**src/hw/rtl/source_text_tokenizer_macros.svh**
```systemverilog
// Assertion macros used by the tokenizer RTL.
`ifndef SOURCE_TEXT_TOKENIZER_MACROS_SVH
`define SOURCE_TEXT_TOKENIZER_MACROS_SVH

// The consequent must hold in the same cycle as the antecedent.
`define STT_ASSERT_IMPLY(label, clk, rst, ante, cons, msg) \
  label: assert property (@(posedge clk) disable iff (rst) (ante) |-> (cons)) \
    else $error(msg);

// The consequent must hold in the cycle after the antecedent.
`define STT_ASSERT_NEXT(label, clk, rst, ante, cons, msg) \
  label: assert property (@(posedge clk) disable iff (rst) (ante) |=> (cons)) \
    else $error(msg);

`endif

```
**src/hw/rtl/stt_pkg.sv**
```systemverilog
package stt_pkg;

  localparam int LineBitsDefault = 32;
  localparam int QueueDepth = 4;
  localparam int KwCount = 9;

  typedef enum logic [5:0] {
    KIND_SEMI, KIND_COMMA, KIND_DOT, KIND_COLON, KIND_LPAREN, KIND_RPAREN,
    KIND_LBRACK, KIND_RBRACK, KIND_LBRACE, KIND_RBRACE, KIND_ASSIGN, KIND_EQ,
    KIND_AND, KIND_LAND, KIND_OR, KIND_LOR, KIND_XOR, KIND_NOT, KIND_NE,
    KIND_ADD, KIND_ADD_ASSIGN, KIND_SUB, KIND_SUB_ASSIGN, KIND_MUL,
    KIND_MUL_ASSIGN, KIND_DIV, KIND_DIV_ASSIGN, KIND_LT, KIND_LE, KIND_GT,
    KIND_GE, KIND_STRING, KIND_IDENT, KIND_KW_TYPE, KIND_KW_IF, KIND_KW_IFN,
    KIND_KW_INT8, KIND_KW_ELSE, KIND_KW_FOR, KIND_KW_WHILE, KIND_KW_RETURN,
    KIND_KW_NAMESPACE, KIND_NUMBER, KIND_ERROR
  } kind_t;

  typedef enum logic [1:0] {
    WARN_NONE, WARN_ESCAPE, WARN_DOT, WARN_OPEN
  } warn_t;

  typedef enum logic [8:0] {
    MODE_IDLE  = 9'b000000001,
    MODE_OP    = 9'b000000010,
    MODE_LINE  = 9'b000000100,
    MODE_BLOCK = 9'b000001000,
    MODE_STAR  = 9'b000010000,
    MODE_STR   = 9'b000100000,
    MODE_ESC   = 9'b001000000,
    MODE_IDENT = 9'b010000000,
    MODE_NUM   = 9'b100000000
  } mode_t;

  typedef struct packed {
    kind_t       kind;
    logic        pay;
    logic [7:0]  data;
    logic [31:0] line;
    warn_t       warn;
    logic        last;
  } res_t;

  typedef struct packed {
    logic [1:0] cnt;
    res_t       r0;
    res_t       r1;
  } push_t;

  typedef struct packed {
    kind_t      single;
    kind_t      joined;
    logic [7:0] follow;
    logic       has_follow;
  } op_t;

  // Keyword text is right-justified: character i of a keyword of length L
  // sits at bits [8*(L-1-i) +: 8].
  localparam logic [71:0] KW_TEXT [KwCount] = '{
    "type", "if", "ifn", "int8", "else", "for", "while", "return", "namespace"
  };
  localparam logic [3:0] KW_LEN [KwCount] = '{
    4'd4, 4'd2, 4'd3, 4'd4, 4'd4, 4'd3, 4'd5, 4'd6, 4'd9
  };

  function automatic logic [KwCount-1:0] kw_feed(logic [KwCount-1:0] cand,
                                                 logic [3:0] len, logic [7:0] b);
    logic [KwCount-1:0] res;
    int pos;
    res = cand;
    for (int k = 0; k < KwCount; k++) begin
      if (len < KW_LEN[k]) begin
        pos = 8 * (int'(KW_LEN[k]) - 1 - int'(len));
        if (KW_TEXT[k][pos +: 8] != b) begin
          res[k] = 1'b0;
        end
      end else begin
        res[k] = 1'b0;
      end
    end
    return res;
  endfunction

  function automatic kind_t kw_kind(logic [KwCount-1:0] cand, logic [3:0] len);
    kind_t kind;
    kind = KIND_IDENT;
    for (int k = KwCount - 1; k >= 0; k--) begin
      if (cand[k] && len == KW_LEN[k]) begin
        kind = kind_t'(6'(int'(KIND_KW_TYPE) + k));
      end
    end
    return kind;
  endfunction

  function automatic op_t op_info(logic [7:0] op);
    op_t oc;
    oc.follow = "=";
    oc.has_follow = 1'b1;
    case (op)
      "=": begin oc.single = KIND_ASSIGN; oc.joined = KIND_EQ; end
      "&": begin oc.single = KIND_AND; oc.joined = KIND_LAND; oc.follow = "&"; end
      "|": begin oc.single = KIND_OR; oc.joined = KIND_LOR; oc.follow = "|"; end
      "!": begin oc.single = KIND_NOT; oc.joined = KIND_NE; end
      "+": begin oc.single = KIND_ADD; oc.joined = KIND_ADD_ASSIGN; end
      "-": begin oc.single = KIND_SUB; oc.joined = KIND_SUB_ASSIGN; end
      "*": begin oc.single = KIND_MUL; oc.joined = KIND_MUL_ASSIGN; end
      "/": begin oc.single = KIND_DIV; oc.joined = KIND_DIV_ASSIGN; end
      "<": begin oc.single = KIND_LT; oc.joined = KIND_LE; end
      ">": begin oc.single = KIND_GT; oc.joined = KIND_GE; end
      default: begin
        oc.single = KIND_ERROR;
        oc.joined = KIND_ERROR;
        oc.has_follow = 1'b0;
      end
    endcase
    return oc;
  endfunction

  // Returns {valid escape, decoded byte}.
  function automatic logic [8:0] decode_escape(logic [7:0] b);
    logic [8:0] res;
    case (b)
      "n":  res = {1'b1, 8'h0A};
      "t":  res = {1'b1, 8'h09};
      "\"": res = {1'b1, 8'h22};
      "\\": res = {1'b1, 8'h5C};
      "v":  res = {1'b1, 8'h0B};
      "r":  res = {1'b1, 8'h0D};
      "f":  res = {1'b1, 8'h0C};
      "0":  res = {1'b1, 8'h00};
      default: res = {1'b0, b};
    endcase
    return res;
  endfunction

endpackage

```
**src/hw/rtl/stt_lexer.sv**
```systemverilog
module stt_lexer import stt_pkg::*; #(
  parameter int LINE_BITS = LineBitsDefault
) (
  input  logic       clk,
  input  logic       rst,
  input  logic       fire,
  input  logic [7:0] text_byte,
  output push_t      push
);

  localparam int ExtW = (LINE_BITS > 32) ? LINE_BITS : 32;

  mode_t                 mode, mode_next;
  logic [7:0]            pend, pend_next;
  logic [KwCount-1:0]    cand, cand_next;
  logic [3:0]            idlen, idlen_next;
  logic                  dot, dot_next;
  logic [LINE_BITS-1:0]  line_cnt, line_cnt_next;

  logic [LINE_BITS-1:0]  line_inc;
  logic [ExtW-1:0]       line_ext;
  logic [7:0]            b;
  logic [3:0]            idlen_inc;
  op_t                   oc;
  logic [8:0]            esc;

  logic                  idle_emit, idle_clear, idle_op, idle_id, idle_num;
  kind_t                 idle_kind;
  logic                  idle_pay;
  logic [7:0]            idle_data;
  mode_t                 idle_mode;
  logic [LINE_BITS-1:0]  idle_line;

  logic                  chain, pre_emit;
  res_t                  pre, idle_res;

  assign b = text_byte;
  assign line_inc = (line_cnt != '1) ? LINE_BITS'(line_cnt + 1'b1) : line_cnt;
  assign line_ext = ExtW'(line_cnt);
  assign idlen_inc = (idlen != 4'hF) ? 4'(idlen + 1'b1) : idlen;
  assign oc = op_info(pend);
  assign esc = decode_escape(b);

  always_comb begin
    idle_emit = 1'b0;
    idle_clear = 1'b0;
    idle_op = 1'b0;
    idle_id = 1'b0;
    idle_num = 1'b0;
    idle_kind = KIND_ERROR;
    idle_pay = 1'b0;
    idle_data = 8'h00;
    idle_mode = MODE_IDLE;
    idle_line = line_cnt;
    case (b)
      8'h00: begin
        idle_clear = 1'b1;
        idle_line = '0;
      end
      8'h0A: idle_line = line_inc;
      8'h20, 8'h09, 8'h0B, 8'h0C, 8'h0D: ;
      ";": begin idle_emit = 1'b1; idle_kind = KIND_SEMI; end
      ",": begin idle_emit = 1'b1; idle_kind = KIND_COMMA; end
      ".": begin idle_emit = 1'b1; idle_kind = KIND_DOT; end
      ":": begin idle_emit = 1'b1; idle_kind = KIND_COLON; end
      "(": begin idle_emit = 1'b1; idle_kind = KIND_LPAREN; end
      ")": begin idle_emit = 1'b1; idle_kind = KIND_RPAREN; end
      "[": begin idle_emit = 1'b1; idle_kind = KIND_LBRACK; end
      "]": begin idle_emit = 1'b1; idle_kind = KIND_RBRACK; end
      "{": begin idle_emit = 1'b1; idle_kind = KIND_LBRACE; end
      "}": begin idle_emit = 1'b1; idle_kind = KIND_RBRACE; end
      "^": begin idle_emit = 1'b1; idle_kind = KIND_XOR; end
      "=", "&", "|", "!", "+", "-", "*", "/", "<", ">": begin
        idle_mode = MODE_OP;
        idle_op = 1'b1;
      end
      "\"": idle_mode = MODE_STR;
      default: begin
        idle_emit = 1'b1;
        if (b inside {["a":"z"], ["A":"Z"], "_"}) begin
          idle_mode = MODE_IDENT;
          idle_id = 1'b1;
          idle_kind = KIND_IDENT;
          idle_pay = 1'b1;
          idle_data = b;
        end else if (b inside {["0":"9"]}) begin
          idle_mode = MODE_NUM;
          idle_num = 1'b1;
          idle_kind = KIND_NUMBER;
          idle_pay = 1'b1;
          idle_data = b;
        end else begin
          idle_data = b;
        end
      end
    endcase
  end

  always_comb begin
    mode_next = mode;
    pend_next = pend;
    cand_next = cand;
    idlen_next = idlen;
    dot_next = dot;
    line_cnt_next = line_cnt;
    chain = 1'b0;
    pre_emit = 1'b0;
    pre.kind = KIND_ERROR;
    pre.pay = 1'b0;
    pre.data = 8'h00;
    pre.line = line_ext[31:0];
    pre.warn = WARN_NONE;
    pre.last = 1'b0;

    case (mode)
      MODE_OP: begin
        mode_next = MODE_IDLE;
        pend_next = 8'h00;
        if (oc.single == KIND_DIV && b == "/") begin
          mode_next = MODE_LINE;
        end else if (oc.single == KIND_DIV && b == "*") begin
          mode_next = MODE_BLOCK;
        end else if (oc.has_follow && b == oc.follow) begin
          pre_emit = 1'b1;
          pre.kind = oc.joined;
        end else begin
          pre_emit = 1'b1;
          pre.kind = oc.single;
          chain = 1'b1;
        end
      end
      MODE_LINE: begin
        if (b == 8'h0A) begin
          line_cnt_next = line_inc;
          mode_next = MODE_IDLE;
        end else if (b == 8'h00) begin
          chain = 1'b1;
        end
      end
      MODE_BLOCK, MODE_STAR: begin
        if (b == 8'h00) begin
          pre_emit = 1'b1;
          pre.kind = KIND_ERROR;
          pre.warn = WARN_OPEN;
          chain = 1'b1;
        end else if (mode == MODE_STAR && b == "/") begin
          mode_next = MODE_IDLE;
        end else begin
          if (b == 8'h0A) begin
            line_cnt_next = line_inc;
          end
          mode_next = (b == "*") ? MODE_STAR : MODE_BLOCK;
        end
      end
      MODE_STR, MODE_ESC: begin
        pre_emit = 1'b1;
        pre.kind = KIND_STRING;
        if (b == 8'h00) begin
          pre.warn = WARN_OPEN;
          chain = 1'b1;
        end else if (mode == MODE_ESC) begin
          if (b == 8'h0A) begin
            line_cnt_next = line_inc;
          end
          pre.pay = 1'b1;
          pre.data = esc[7:0];
          pre.warn = esc[8] ? WARN_NONE : WARN_ESCAPE;
          mode_next = MODE_STR;
        end else if (b == "\"") begin
          mode_next = MODE_IDLE;
        end else if (b == "\\") begin
          pre_emit = 1'b0;
          mode_next = MODE_ESC;
        end else begin
          if (b == 8'h0A) begin
            line_cnt_next = line_inc;
          end
          pre.pay = 1'b1;
          pre.data = b;
        end
      end
      MODE_IDENT: begin
        pre_emit = 1'b1;
        if (b inside {["a":"z"], ["A":"Z"], "_", ["0":"9"]}) begin
          cand_next = kw_feed(cand, idlen, b);
          idlen_next = idlen_inc;
          pre.kind = KIND_IDENT;
          pre.pay = 1'b1;
          pre.data = b;
        end else begin
          pre.kind = kw_kind(cand, idlen);
          cand_next = '0;
          idlen_next = 4'h0;
          chain = 1'b1;
        end
      end
      MODE_NUM: begin
        pre_emit = 1'b1;
        pre.kind = KIND_NUMBER;
        if (b inside {["0":"9"]}) begin
          pre.pay = 1'b1;
          pre.data = b;
        end else if (b == ".") begin
          pre.pay = 1'b1;
          pre.data = b;
          pre.warn = dot ? WARN_DOT : WARN_NONE;
          dot_next = 1'b1;
        end else begin
          dot_next = 1'b0;
          chain = 1'b1;
        end
      end
      default: chain = 1'b1;
    endcase

    if (chain) begin
      mode_next = idle_mode;
      line_cnt_next = idle_line;
      if (idle_clear) begin
        pend_next = 8'h00;
        cand_next = '0;
        idlen_next = 4'h0;
        dot_next = 1'b0;
      end
      if (idle_op) begin
        pend_next = b;
      end
      if (idle_id) begin
        cand_next = kw_feed('1, 4'h0, b);
        idlen_next = 4'h1;
      end
      if (idle_num) begin
        dot_next = 1'b0;
      end
    end
  end

  always_comb begin
    idle_res.kind = idle_kind;
    idle_res.pay = idle_pay;
    idle_res.data = idle_data;
    idle_res.line = line_ext[31:0];
    idle_res.warn = WARN_NONE;
    idle_res.last = 1'b1;
    push.cnt = 2'd0;
    push.r0 = pre;
    push.r1 = idle_res;
    if (fire) begin
      if (pre_emit && chain && idle_emit) begin
        push.cnt = 2'd2;
      end else if (pre_emit) begin
        push.cnt = 2'd1;
        push.r0.last = 1'b1;
      end else if (chain && idle_emit) begin
        push.cnt = 2'd1;
        push.r0 = idle_res;
      end
    end
  end

  always_ff @(posedge clk) begin
    if (rst) begin
      mode <= MODE_IDLE;
      pend <= 8'h00;
      cand <= '0;
      idlen <= 4'h0;
      dot <= 1'b0;
      line_cnt <= '0;
    end else if (fire) begin
      mode <= mode_next;
      pend <= pend_next;
      cand <= cand_next;
      idlen <= idlen_next;
      dot <= dot_next;
      line_cnt <= line_cnt_next;
    end
  end

endmodule

```
**src/hw/rtl/stt_queue.sv**
```systemverilog
module stt_queue import stt_pkg::*; (
  input  logic  clk,
  input  logic  rst,
  input  push_t push,
  input  logic  pop,
  output res_t  head,
  output logic  valid,
  output logic  space
);

  localparam int AddrW = $clog2(QueueDepth);

  res_t             mem [QueueDepth];
  logic [AddrW-1:0] wp, rp;
  logic [AddrW:0]   cnt;

  assign valid = (cnt != '0);
  assign space = (cnt <= (AddrW + 1)'(QueueDepth - 2));
  assign head = mem[rp];

  always_ff @(posedge clk) begin
    if (push.cnt != 2'd0) begin
      mem[wp] <= push.r0;
    end
    if (push.cnt == 2'd2) begin
      mem[AddrW'(wp + 1'b1)] <= push.r1;
    end
  end

  always_ff @(posedge clk) begin
    if (rst) begin
      wp <= '0;
      rp <= '0;
      cnt <= '0;
    end else begin
      wp <= AddrW'(wp + push.cnt);
      if (pop) begin
        rp <= AddrW'(rp + 1'b1);
      end
      cnt <= (AddrW + 1)'(cnt + push.cnt - {{AddrW{1'b0}}, pop});
    end
  end

endmodule

```
**src/hw/rtl/source_text_tokenizer.sv**
```systemverilog
// Streaming tokenizer: one source byte per beat in, token results out. Bytes
// are taken at one per cycle while the result queue has space; every byte
// passes an input register, combinational lexing logic, and a four-entry
// result queue. A byte yields up to two results and the queue drains one
// result per cycle while m_tready is high, so the sustained rate is one byte
// per cycle while each byte yields at most one result, and one result beat
// per cycle otherwise. A zero byte ends the text, flushes any open token and
// returns the line count to zero.
`include "source_text_tokenizer_macros.svh"

module source_text_tokenizer import stt_pkg::*; #(
  parameter int LINE_BITS = LineBitsDefault
) (
  input  logic        clk,
  input  logic        rst,
  input  logic        s_tvalid,
  output logic        s_tready,
  input  logic [7:0]  s_tdata,   // text_byte
  output logic        m_tvalid,
  input  logic        m_tready,
  output logic [47:0] m_tdata,   // payload_byte, line_number, warning, zero fill
  output logic [6:0]  m_tuser,   // token_kind, is_payload
  output logic        m_tlast    // last_of_run
);

  logic       byte_vld;
  logic [7:0] byte_q;
  logic       fire;
  logic       space;
  push_t      push;
  res_t       head;

  assign fire = byte_vld && space;
  assign s_tready = !byte_vld || fire;

  always_ff @(posedge clk) begin
    if (rst) begin
      byte_vld <= 1'b0;
    end else if (s_tready) begin
      byte_vld <= s_tvalid;
    end
  end

  always_ff @(posedge clk) begin
    if (s_tvalid && s_tready) begin
      byte_q <= s_tdata;
    end
  end

  stt_lexer #(
    .LINE_BITS(LINE_BITS)
  ) u_lexer (
    .clk(clk),
    .rst(rst),
    .fire(fire),
    .text_byte(byte_q),
    .push(push)
  );

  stt_queue u_queue (
    .clk(clk),
    .rst(rst),
    .push(push),
    .pop(m_tvalid && m_tready),
    .head(head),
    .valid(m_tvalid),
    .space(space)
  );

  assign m_tdata = {6'b000000, head.warn, head.line, head.data};
  assign m_tuser = {head.pay, head.kind};
  assign m_tlast = head.last;

  `STT_ASSERT_IMPLY(a_payload_kind, clk, rst, m_tvalid && head.pay,
    head.kind == KIND_STRING || head.kind == KIND_IDENT || head.kind == KIND_NUMBER,
    "Payload beat carries a kind other than string identifier or number.")
  `STT_ASSERT_IMPLY(a_dot_warning, clk, rst, m_tvalid && head.warn == WARN_DOT,
    head.pay && head.kind == KIND_NUMBER && head.data == 8'h2E,
    "Extra dot warning on a beat that is not a number dot.")
  `STT_ASSERT_NEXT(a_byte_held, clk, rst, s_tvalid && s_tready,
    byte_vld, "Accepted byte did not reach the input register.")

endmodule

```
**config.mk**
```make
export PLATFORM = sky130hd
export DESIGN_NAME = source_text_tokenizer
export DESIGN_NICKNAME = d
export VERILOG_FILES = /design/src/hw/rtl/stt_pkg.sv /design/src/hw/rtl/stt_lexer.sv /design/src/hw/rtl/stt_queue.sv /design/src/hw/rtl/source_text_tokenizer.sv
export VERILOG_INCLUDE_DIRS = /design/src /design/src/hw/rtl
export SDC_FILE = /design/constraint.sdc
export NUM_CORES = 1
export LEC_CHECK = 0
export BUFFER_PORTS_ARGS = -buffer_cell sky130_fd_sc_hd__buf_2
export CORE_MARGIN = 1
export CORE_UTILIZATION = 55
export CTS_CLUSTER_SIZE = 12
export DETAILED_ROUTE_END_ITERATION = 6
export GPL_TIMING_DRIVEN = 1
export HOLD_SLACK_MARGIN = 0.15
export PLACE_DENSITY = 0.72
export REMOVE_ABC_BUFFERS = 1
export SYNTH_ARGS = -nofsm -noshare
export SYNTH_HDL_FRONTEND = slang
export SYNTH_SLANG_ARGS = --single-unit
```
**constraint.sdc**
```tcl
create_clock -name clk -period 6.81 [get_ports clk]
set_input_delay 1.362 -clock clk [delete_from_list [all_inputs] [get_ports clk]]
set_output_delay 1.362 -clock clk [all_outputs]
set_load 0.1 [all_outputs]
```
Yosys cells after proc, flatten, opt, wreduce, memory -nomap -nowiden
Memories as Yosys holds them, arrays and structs flattened. A register that Yosys moved wholly into a read port is not among the register bits.
Index checks and enable logic that the tools add are counted.
Operators by class
  order comparisons: 13
  div/mod/pow operators: 0
  add/sub/neg operators: 13
  reduce and logical (&&, ||, !) cells: 42
  shifts and indexed selects: 9
  equality and inequality tests: 89
  muxes and demuxes: 148
  bitwise logic cells: 0
  $mul: 0
Operators by type and width (number)
  variable part select 72 x 32 -> 8 bit (first input constant): 9
  two-way mux 32 bit: 9
  == test 8 x 6 -> 1 bit (second input constant): 27
  two-way mux 9 bit: 23
  one-hot mux 12 bit (10 select lines): 1
  == test 8 x 7 -> 1 bit (second input constant): 14
  one-hot mux 32 bit (3 select lines): 1
  != test 8 bit: 9
  one-hot mux 6 bit (12 select lines): 1
  one-hot mux 9 bit (8 select lines): 1
  one-hot mux 32 bit (2 select lines): 1
  two-way mux 1 bit: 62
  two-way mux 4 bit: 15
  != test 7 x 8 -> 1 bit (first input constant): 7
  one-hot mux 9 bit (3 select lines): 2
  two-way mux 52 bit: 1
  two-way mux 51 bit: 1
  two-way mux 50 bit: 1
  two-way mux 49 bit: 1
  == test 8 x 4 -> 1 bit (second input constant): 5
  two-way mux 8 bit: 5
  two-way mux 6 bit: 6
  one-hot mux 9 bit (4 select lines): 1
  OR reduction 18 bit: 2
  other kinds (60): 109
Word-level totals
  output and inout bits: 58
  logic and storage cells: 326
  RAM bits: 200
  memory bits (read-only): 0
  memories kept: 1
  bits in latches: 0
  flip-flop bits (word level): 79
  input port bits: 12
Memory list
  u_queue.mem: words 4, bits a word 50, rd ports 1, clocked after memory_dff 1, write ports 2, line stt_queue.sv:13  | res_t mem [QueueDepth];

Logic depth before layout (Yosys ltp)
Gate-level depths: netlist of run 1.
  word-level depth: 20
  mapped depth: 16
  gate-level depth less buffers: 12

Modules after synthesis
From an unflattened synthesis of run 1, not the netlist that was laid out.
Second synthesis, totals
  cells, all modules: 1543
  area, all modules: 17531.8 um^2
By module, submodules not included
  stt_queue: times used 1, cells each 531, area an instance 10169.8 um^2, seq. area each 6185.9 um^2
  stt_lexer: times used 1, cells each 990, area an instance 7004.2 um^2, seq. area each 1261.2 um^2
  source_text_tokenizer: times used 1, cells each 22, area an instance 357.8 um^2, seq. area each 260.2 um^2

Least setup slack after synthesis of run 1
Ideal clock, no wire load.
  path kind: register to register
  from: register byte_q[4]
  to: memory u_queue.mem[1][10] (netlist bit) (enable)
  library setup time: 0.385 ns
  data required time: 6.425 ns
  cell stages (with the launch flop): 11
  slack: 3.332 ns
  period minus slack after synthesis: 3.478 ns
  arrival time: 3.093 ns
  buffers on the path: 3
  cells stage by stage: edfxtp_1 > buf_2 > or4_1 > or2_1 > buf_2 > o2111ai_2 > a2bb2oi_2 > nor3_2 > nor2_4 > inv_2 > buf_2
RTL lines
  start, declared: line source_text_tokenizer.sv:27  | logic [7:0] byte_q;
  start signal, assigned: line source_text_tokenizer.sv:46  | byte_q <= s_tdata;
  end, declared: line stt_queue.sv:13

==> results of run 1 <==
worst paths after layout:
| path | depth (start not counted) | end | slack, ps |
|---|---|---|---|
| hold / removal | 1 | u_queue.mem[3][0]$_SDFFE_PP1P_ | 470 |
| setup reg to reg | 8 | u_queue.mem[2][32]$_DFFE_PP_ | 1870 |
| hold reg to reg | 1 | u_queue.mem[3][0]$_SDFFE_PP1P_ | 470 |
| setup / recovery | 8 | u_queue.mem[2][32]$_DFFE_PP_ | 1870 |
flip-flops by register name, summed over array words and instances (netlist names), named ones only:
signal and count:
u_lexer.line_cnt 32, u_queue.rp 2, u_queue.cnt 3, u_lexer.idlen 4
u_lexer.dot 1, byte_q 8, u_lexer.cand 9, byte_vld 1
u_queue.mem 200, u_lexer.mode 9, u_queue.wp 2, u_lexer.pend 8
worst max-delay path: cells and delay by family, from the launching register on:
kind,cells,cell delay (ps)
AO/OA/AOI/OAI,2,1000
flip-flops,1,740
buffers and inverters,2,1150
AND/OR/NAND/NOR,4,1650
cell families after synthesis:
group                      share of synthesized area [%]
muxes                                               7.46
buffers and inverters                               3.98
DFF                                                 46.5
and+or+nand+nor                                     21.9
adders and majority gates                           1.92
AOI/OAI and AO/OA                                   15.0
xor gates and xnor gates                            3.28
other                                             0.0230
cell usage in the layout, fill, tap and decap left out, drive strengths merged, types with 14 or more instances in the layout:
cell type  instances
edfxtp           196
and2             130
nand2            124
nor2             119
buf               89
dfxtp             85
o21ai             81
a21oi             72
nand3             53
mux4              50
clkbuf            48
nor3              36
xor2              31
xnor2             30
inv               29
nand4             26
o22ai             25
ha                21
nand2b            20
nor4              20
a22o              18
and3              17
or3               14
o31ai             14
cell type report:
| type | instances | area, sq um |
|---|---|---|
| fillers | 2334 | 11200 |
| multi-input cells | 1148 | 8090 |
| flip-flops and latches | 281 | 7590 |
| clock buffers | 48 | 837 |
| repair buffers | 89 | 510 |
| well taps | 384 | 480 |
| inverters | 31 | 119 |
| clock inverters | 5 | 70.1 |
report_power, final:
group / leakage, nW / internal, mW / switching (mW)
Combinational: 2.97 / 0.427 / 1.40
Clock: 0.432 / 0.875 / 0.657
Sequential: 2.73 / 1.91 / 0.0770
through the flow:
step | setup WS [ps] | std cells | hold slack [ps] | power, mW | instance area (sq um)
after global routing | 1610 | 1986 | 495 | 5.52 | 17700
after detailed placement | 2000 | 1933 | 455 | 3.85 | 16800
after floorplan | 2040 | 1460 | 429 | 3.51 | 15800
after global placement | 2130 | 1933 | 443 | 3.83 | 16800
after CTS | 1990 | 1986 | 469 | 5.37 | 17700
final | 1870 | 1986 | 472 | 5.35 | 17700
per-layer routing:
layer | vias up | track usage [%] | wire (um)
met3 | 92 | 3.65 | 2950
met4 | 0 | 9.17 | 1260
met2 | 576 | 46.6 | 20700
li1 | 5929 | - | -
met5 | - | 0 | 0
met1 | 6303 | 39.5 | 18500
==> results by group, run 1 <==
STA
  • Slew HR: approximately 24%
  • Fmax: between 200 and 250 MHz
  • Pins Over Slew Limit: 0
  • Min cycle time layout: ~4900 ps
  • Setup_tns: 0 ps
  • Skew final: between 20 and 25 ps
  • Final Hold Fails: 0
  • RSZ-0062 raised after global routing: no
  • Final setup viols: 0
  • Final period utilization: 72.5%
  • Worst-Margin Slew: approximately 1100 ps

Worst setup path
  • CP max-delay cell: o2111ai_2
  • CP endpoint kind: flop
  • Critical path type: flop to flop
  • Critical Path Max Stage Delay: 810 ps
  • CP cell instances: or4_1, or2_1, o2111ai_2, a21oi_2, nor2_2, nor2_4, inv_2, buf_4
  • Required time of the critical path: about 7000 ps
  • Crit path DAT: around 5200 ps
  • Reg-to-Reg Start: byte_q[5]$_DFFE_PP_
  • Worst-path maximum fanout: roughly 50
  • Crit path from: byte_q[5]$_DFFE_PP_
  • CP Launch Type: flop

Finish
  • Share of layout cells above drive strength 1: ~14%
  • # nets final: ~1.6k
  • Area Overhead vs Synth: 8.55%
  • Final Util: between 60% and 70%
  • ANT cells: 0

Synth
  • Most frequent cell after synthesis: edfxtp_1
  • Yosys warns: 0
  • Top FF cell, synth: edfxtp_1
  • Sequential area share after synthesis: between 40% and 50%
  • Synth top area cells: edfxtp_1, dfxtp_1, mux4_2
  • Cell accounting for the most synthesized area: edfxtp_1
  • Top cell type's share of synthesized area: about 36%
  • Post-Synthesis Cells: approximately 1.6k
  • Number of flops mapped to enable cells by yosys: 196
  • Ys async rst share: 0%
  • Syn Std Cell Area: 0.0163 sq mm
  • Syn Area/Cell: 10.4 sq um
  • Yosys cell types: approximately 110
  • Post-synth top cells: edfxtp_1, and2_1, nand2_1, nor2_1, dfxtp_1
  • Yosys reg bits: 281

Global routing
  • Global-route wire length before repair: 68.4 mm
  • Largest net degree at the start of global routing: slightly below 80
  • Total track usage: between 20% and 30%
  • Initial antenna violation count: 0
  • Gr ovfl total: 0
  • Vias in the first global route: 12.2k

Clock tree
  • Clk_lat worst skew: between 500 and 600 ps
  • CTS clk-pin slew, worst paths: about 60 ps
  • Clock buffer count from CTS: 29
  • H-tree Lvls: 1
  • CTS root buf: clkbuf_16
  • Post-CTS Resized: 0
  • Hold_buf cts: 0
  • Clock buffer depth: 3
  • # Post-CTS Setup Buffers: 0
  • Clk sinks: roughly 280
  • CTS tree: built

Power and ir drop
  • Power Density: approximately 300 mW/mm^2
  • Peak VDD IR: 0.260 mV
  • Static Leakage: about 6.1 nW

Drt
  • Post-DRT Antenna Nets: 0
  • DR vias/cell: roughly 6.5
  • Wire per inst: between 20 and 25 um
  • Pre-antenna DRT Iters: 7
  • Drt total wl: 43.5 mm
  • Iteration-0 DRC Markers: roughly 1.6k
  • Post-route DRC: 0
  • DR vias: ~13k

Floorplan
  • Core area: about 0.029 sq mm
  • Die width: roughly 170 um
  • I/O pins: 70
  • Row cnt: slightly above 60
  • Die height: around 170 um
  • Starting Density: between 50 and 60%
  • Die ar.: around 0.030 sq mm

Worst hold path
  • Hold Path Class: flop to flop
  • HP Start: u_queue.mem[3][0]$_SDFFE_PP1P_

Run status
  • Outcome: finished, final reports clean

Place
  • HPWL Detailed: 29.5 mm
  • PortBufs: 63
  • Placer congestion estimate: about 0.94

Job
  • Max Cap Violations: 0
(Power assumes the default switching activity.)
==> inputs of run 2 (changes only) <==
- clock period: 6.81 -> 4.8 ns (I/O delays scaled with it)
==> run 2 against run 1 <==
Effect of this change:
- cell count up 1.1%
- worst hold slack worse by 7.2 ps
- routed wire length grew 2.1%
- clock power is 39% higher
- critical path depth up 3
- maximum frequency grew 19%
- largest cell class unchanged
==> results by group, run 2 (synthesis gave the netlist of run 1 again) <==
Worst setup path
  • Crit path from: byte_q[4]$_DFFE_PP_
  • Reg2Reg Depth: 11 (+3)
  • CP max-delay cell: edfxtp_1
  • Reg-to-Reg Start: byte_q[4]$_DFFE_PP_
  • Critical Path Sink: u_queue.mem[3][30]$_DFFE_PP_
  • CP endpoint kind: flop
  • CP cell instances: buf_4, nand4bb_1, a21oi_1, or3_1, o2111ai_2, buf_4, a21o_1, nand2_4, and2_1, inv_4, and2_1
  • Critical Path Max Stage Delay: 710 ps (-100 ps)
  • Setup slack, reg-to-reg: 640 ps (-1230 ps)
  • CP Launch Type: flop
  • Required time of the critical path: 5120 ps (-1920 ps)
  • Critical path type: flop to flop
  • Reg2Reg Capture Point: u_queue.mem[3][30]$_DFFE_PP_
  • Crit path DAT: 4480 ps (-690 ps)
  • Worst-path maximum fanout: 77 (+51%)

Drt
  • Post-route DRC: 0 (unchanged)
  • Wire per inst: 22.1 um (+0.95%)
  • Drt total wl: 44.4 mm (+2.1%)
  • Iteration-0 DRC Markers: 1419 (-11%)
  • Pre-antenna DRT Iters: 5 (-2)
  • DR vias/cell: 6.46 (-0.50%)
  • DR vias: 13.0k (+0.60%)
  • Post-DRT Antenna Nets: 0 (unchanged)

Finish
  • Reg with most FFs: u_queue.mem
  • # nets final: 1635 (+1.3%)
  • Area Overhead vs Synth: 9.53%
  • Most frequent cells in the layout: edfxtp_1, and2_1, nand2_1
  • Max reg flops: 200 (unchanged)
  • Most common cell after layout, fill and taps aside: edfxtp_1
  • Share of layout cells above drive strength 1: 15.2% (+0.98 points)
  • Final Util: 61.7% (+0.55 points)
  • Largest regs: u_queue.mem x200, u_lexer.line_cnt x32
  • Layout Cells excl Fill: 2008 (+1.1%)
  • Design Area, Final: 0.0179 sq mm (+0.90%)
  • ANT cells: 0 (unchanged)

STA
  • Hold slack final: 465 ps (-7.17 ps)
  • Final setup viols: 0 (unchanged)
  • Final period utilization: 86.6% (+14 points)
  • Setup_tns: 0 ps (unchanged)
  • Min cycle time layout: 4160 ps (-781 ps)
  • Worst-Margin Slew: 1190 ps (+56.9 ps)
  • Final WS setup: 641 ps (-1230 ps)
  • Fmax: 240 MHz (+19%)
  • Skew final: 17.7 ps (-6.84 ps)
  • Pins Over Slew Limit: 0 (unchanged)
  • Slew HR: 20.1% (-4.1 points)
  • Final Hold Fails: 0 (unchanged)
  • RSZ-0062 raised after global routing: no

Place
  • PortBufs: 63 (unchanged)
  • Dpl ws: 787 ps (-1220 ps)
  • HPWL Detailed: 30.5 mm (+3.6%)
  • Cell Area, Placed: 0.0170 sq mm (+1.1%)
  • Placed cell count: 1954 (+1.1%)
  • Placer congestion estimate: 0.949 (+0.81%)

Floorplan
  • Die width: 174 um (unchanged)
  • Core area: 0.0289 sq mm (unchanged)
  • I/O pins: 70 (unchanged)
  • Row cnt: 62 (unchanged)
  • Die height: 174 um (unchanged)
  • Die ar.: 0.0303 sq mm (unchanged)
  • Starting Density: 56.4% (unchanged)

Clock tree
  • Clk sinks: 281 (unchanged)
  • Hold_buf cts: 0 (unchanged)
  • Clock buffer count from CTS: 29 (unchanged)
  • Post-CTS Resized: 0 (unchanged)
  • Clock buffer depth: 3 (unchanged)
  • H-tree Lvls: 1 (unchanged)
  • Clk_lat worst skew: 580 ps (about the same)
  • CTS root buf: clkbuf_16
  • CTS clk-pin slew, worst paths: 60 ps (about the same)
  • CTS tree: built
  • # Post-CTS Setup Buffers: 0 (unchanged)

Global routing
  • Largest net degree at the start of global routing: 78 (unchanged)
  • Total track usage: 29.2% (+0.71 points)
  • Gr ovfl total: 0 (unchanged)
  • Initial antenna violation count: 0 (unchanged)
  • Vias in the first global route: 12.4k (+2.0%)
  • Global-route wire length before repair: 69.9 mm (+2.1%)

Worst hold path
  • Hold Path Class: flop to flop
  • HP Start: u_queue.mem[0][1]$_SDFFE_PP0N_

Power and ir drop
  • Pwr Total: 7.58 mW (+42%)
  • Static Leakage: 6.23 nW (+1.6%)
  • Power Density: 424 mW/mm^2 (+41%)
  • Peak VDD IR: 0.285 mV (+9.7%)

Job
  • Max Cap Violations: 0 (unchanged)

Run status
  • Outcome: finished, final reports clean
[run 2: cell count changes in the layout (fill, tap and decap cells not counted), sizes merged]
cell,previous run,this run
buf,89,110
clkbuf,48,51
bufinv,1,0
clkinv,4,3
clkinvlp,2,1
inv,29,30
[run 2: layout make-up]
class | count | area (sq um)
timing repair buffer | 110 | 693
inverter | 31 | 119
fill | 2353 | 11100
clock inverter | 3 | 36.3
clock buffer | 51 | 848
multi-input combinational | 1148 | 8090
tap | 384 | 480
sequential | 281 | 7590
[run 2: worst max-delay path, delay by kind of cell (launching register included)]
| kind | cells | cell delay [ps] |
|---|---|---|
| simple gates | 5 | 1210 |
| buf+inv | 3 | 1000 |
| compound gates | 3 | 930 |
| flops | 1 | 710 |
[run 2: worst min-delay path by stage]
stage	to	slack [ps]	depth (start not counted)
finish	u_queue.mem[0][1]$_SDFFE_PP0N_	470	2
global route	u_queue.mem[1][0]$_SDFFE_PP1P_	480	1
CTS	u_queue.mem[0][1]$_SDFFE_PP0N_	460	2
detailed placement	u_queue.mem[0][0]$_SDFFE_PP1N_	460	1
global placement	u_queue.mem[0][1]$_SDFFE_PP0N_	440	2
floorplan	u_queue.mem[0][1]$_SDFFE_PP0N_	430	2
[run 2: per-layer routing]
layer	GRT usage, %	wire, um	vias up
li1	-	-	5965
met3	4.05	3100	114
met4	10.5	1500	0
met1	39.2	18400	6336
met2	48.5	21400	563
met5	0	0	-
[run 2: power by group]
| group | switching (mW) | leakage, nW | internal (mW) |
|---|---|---|---|
| combinational | 1.91 | 3.08 | 0.624 |
| sequential | 0.201 | 2.73 | 2.71 |
| clock | 0.935 | 0.422 | 1.19 |
==> inputs of run 3 (changes only) <==
--- a/config.mk
+++ b/config.mk
@@ -9,4 +9,6 @@
 export BUFFER_PORTS_ARGS = -buffer_cell sky130_fd_sc_hd__buf_2
+export CELL_PAD_IN_SITES_DETAIL_PLACEMENT = 0
+export CELL_PAD_IN_SITES_GLOBAL_PLACEMENT = 2
 export CORE_MARGIN = 1
-export CORE_UTILIZATION = 55
+export CORE_UTILIZATION = 42
 export CTS_CLUSTER_SIZE = 12
@@ -15,3 +17,3 @@
 export HOLD_SLACK_MARGIN = 0.15
-export PLACE_DENSITY = 0.72
+export PLACE_DENSITY_LB_ADDON = 0.1
 export REMOVE_ABC_BUFFERS = 1
==> constraint.sdc (replaced) <==
create_clock -name clk -period 4.8 [get_ports clk]
set_input_delay 0.24 -clock clk [delete_from_list [all_inputs] [get_ports clk]]
set_output_delay 0.24 -clock clk [all_outputs]
set_load 0.1 [all_outputs]
==> run 3 against run 2 <==
Effect of this change:
- combinational power up 4%
- cell count up 7.2%
- count of clock-buffer cells in the layout down 5
- critical path depth down 3
- die area up 31%
- sequential share of layout area down 0.92 points
- clock power up 8%
- largest power group unchanged
==> results by group, run 3 (synthesis gave the netlist of run 1 again) <==
Power and ir drop
  • Combinational share of power: 34.1% (+0.6 points)
  • Pwr Total: 7.76 mW (+2.4%)
  • Power Density: 425 mW/mm^2 (about the same)
  • Sw Ratio: 39.9% (-0.30 points)
  • Power Internal: 4.66 mW (+2.9%)
  • Static Leakage: 6.35 nW (+1.9%)
  • Switching pwr: 3.10 mW (+1.6%)
  • Peak VDD IR: 0.260 mV (-8.7%)
  • Sequential share of power: 36.4% (-2.0 points)
  • Clk pwr share: 29.5% (+1.4 points)

Drt
  • Met3 WL: 2.39 mm (-23%)
  • DR WL met2: 22.9 mm (+7.2%)
  • Wire per inst: 22.1 um (-0.19%)
  • Drt total wl: 47.5 mm (+7.0%)
  • Iteration-0 DRC Markers: 855 (-40%)
  • Pre-antenna DRT Iters: 5 (unchanged)
  • DR vias/cell: 5.84 (-9.7%)
  • M1 wire length: 20.4 mm (+11%)
  • Top routing layer used: met4
  • DR vias: 12.6k (-3.1%)
  • Post-DRT Antenna Nets: 0 (unchanged)
  • Post-route DRC: 0 (unchanged)

Worst hold path
  • Hold Path Class: input port to flop

Clock tree
  • Post-CTS Resized: 0 (unchanged)
  • CTS root buf: clkbuf_16
  • Clk sinks: 281 (unchanged)
  • H-tree Lvls: 1 (unchanged)
  • Clock buffer count from CTS: 30 (+3.4%)
  • Clock buffer depth: 3 (unchanged)
  • CTS clk-pin slew, worst paths: 60 ps (about the same)
  • CTS tree: built
  • Clk_lat worst skew: 600 ps (+20 ps)

Worst setup path
  • CP cell instances: or4_1, or2_1, o2111ai_2, o2bb2ai_4, nand3_4, and2_1, inv_4, buf_4
  • CP Launch Type: flop
  • Critical path type: flop to flop
  • Crit path DAT: 4370 ps (-110 ps)
  • Critical Path Max Stage Delay: 680 ps (-30 ps)
  • CP max-delay cell: edfxtp_1
  • Required time of the critical path: 5090 ps (-30 ps)
  • Worst-path maximum fanout: 54 (-30%)
  • CP endpoint kind: flop

Floorplan
  • Starting Density: 43.0% (-13 points)
  • I/O pins: 70 (unchanged)
  • Die ar.: 0.0396 sq mm (+31%)
  • Row cnt: 71 (+15%)
  • Core area: 0.0379 sq mm (+31%)
  • Die height: 199 um (+14%)
  • Die width: 199 um (+14%)

Finish
  • ANT cells: 0 (unchanged)
  • FF+latch area: 0.00759 sq mm (about the same)
  • # nets final: 1652 (+1.0%)
  • Most frequent cells in the layout: edfxtp_1, and2_1, nand2_1
  • Max reg flops: 200 (unchanged)
  • Most common cell after layout, fill and taps aside: edfxtp_1
  • Fillers: 3602 (+53%)
  • Area taken by multi-input logic gates: 0.00809 sq mm (unchanged)
  • Reg with most FFs: u_queue.mem
  • Largest regs: u_queue.mem x200, u_lexer.line_cnt x32
  • Area Overhead vs Synth: 12.0%
  • Share of layout cells above drive strength 1: 15.6% (+0.38 points)

Place
  • HPWL Detailed: 33.2 mm (+8.9%)
  • PortBufs: 63 (unchanged)
  • Placer congestion estimate: 0.872 (-8.2%)

Global routing
  • Gr ovfl total: 0 (unchanged)
  • Total track usage: 24.2% (-5.0 points)
  • Vias in the first global route: 12.5k (+0.65%)
  • Initial antenna violation count: 0 (unchanged)
  • Global-route wire length before repair: 73.4 mm (+5.0%)
  • Largest net degree at the start of global routing: 78 (unchanged)

STA
  • Fmax: 245 MHz (+1.8%)
  • Final period utilization: 85.1% (-1.5 points)
  • Hold slack final: 350 ps (-115 ps)
  • Setup_tns: 0 ps (unchanged)
  • Slew HR: 29.8% (+9.7 points)
  • Final setup viols: 0 (unchanged)
  • RSZ-0062 raised after global routing: no
  • Worst-Margin Slew: 1050 ps (-139 ps)
  • Pins Over Slew Limit: 0 (unchanged)
  • Skew final: 29.9 ps (+12.1 ps)
  • Final Hold Fails: 0 (unchanged)
  • Min cycle time layout: 4090 ps (-71.7 ps)

Run status
  • Outcome: finished, final reports clean

Job
  • Max Cap Violations: 0 (unchanged)
run 3: changes by cell type in the layout (fill, tap and decap cells not counted), moves of 2 or more:
cell,change
buf_4,+4
bufinv_16,+2
clkbuf_1,-5
clkinv_1,+3
clkinv_2,+3
dlygate4sd3_1,+11
run 3: worst paths after layout:
kind	startpoint	endpoint	slack (ps)	cells past startpoint
worst max-delay path	byte_q[7]$_DFFE_PP_	u_queue.mem[3][24]$_DFFE_PP_	710	8
worst min-delay path	s_tdata[0]	byte_q[0]$_DFFE_PP_	350	2
worst max register to register	byte_q[7]$_DFFE_PP_	u_queue.mem[3][24]$_DFFE_PP_	710	8
worst min register to register	u_queue.mem[0][0]$_SDFFE_PP1N_	u_queue.mem[0][0]$_SDFFE_PP1N_	470	1
run 3: what timing repair did:
item                      CTS  global route
hold buffers               11             0
setup buffers               0             0
hold endpoints to repair   13             0
run 3: layout make-up:
| cell class | instances | share of cell area, % |
|---|---|---|
| clock buffer | 46 | 4.60 |
| multi-input combinational | 1148 | 44.3 |
| inverter | 31 | 0.651 |
| clock inverter | 10 | 0.685 |
| sequential | 281 | 41.6 |
| tap | 511 | 3.50 |
| timing repair buffer | 126 | 4.67 |
run 3: layer usage:
metal	vias up	track usage, %
li1	6012	-
met1	6092	30.5
met2	365	41.5
met3	103	3.59
met4	0	9.94
met5	-	0
run 3: through the flow:
step | cell area (sq um) | worst slack, ps | cells | utilization [%]
CTS | 18300 | 698 | 2153 | 48.2
floorplan | 15800 | 32.2 | 1460 | -
detailed placement | 17200 | 731 | 2086 | 45.3
global route | 18300 | 438 | 2153 | 48.2
global placement | 17200 | 810 | 2086 | 45.3
finish | 18300 | 713 | 2153 | 48.2
run 3: power by group through the flow:
stage / Clock, mW / Sequential, mW / Combinational, mW
global route: 2.43 / 2.84 / 2.79
global placement: 0 / 2.87 / 2.66
CTS: 2.35 / 2.82 / 2.67
detailed placement: 0 / 2.88 / 2.66
floorplan: 0 / 2.94 / 2.05
finish: 2.29 / 2.82 / 2.65
run 3: critical path, delay by kind of cell (launching register included):
family,cells,cell delay (ps)
AND/OR/NAND/NOR,4,1530
AO/OA/AOI/OAI,2,820
flip-flops,1,680
buffers and inverters,2,720
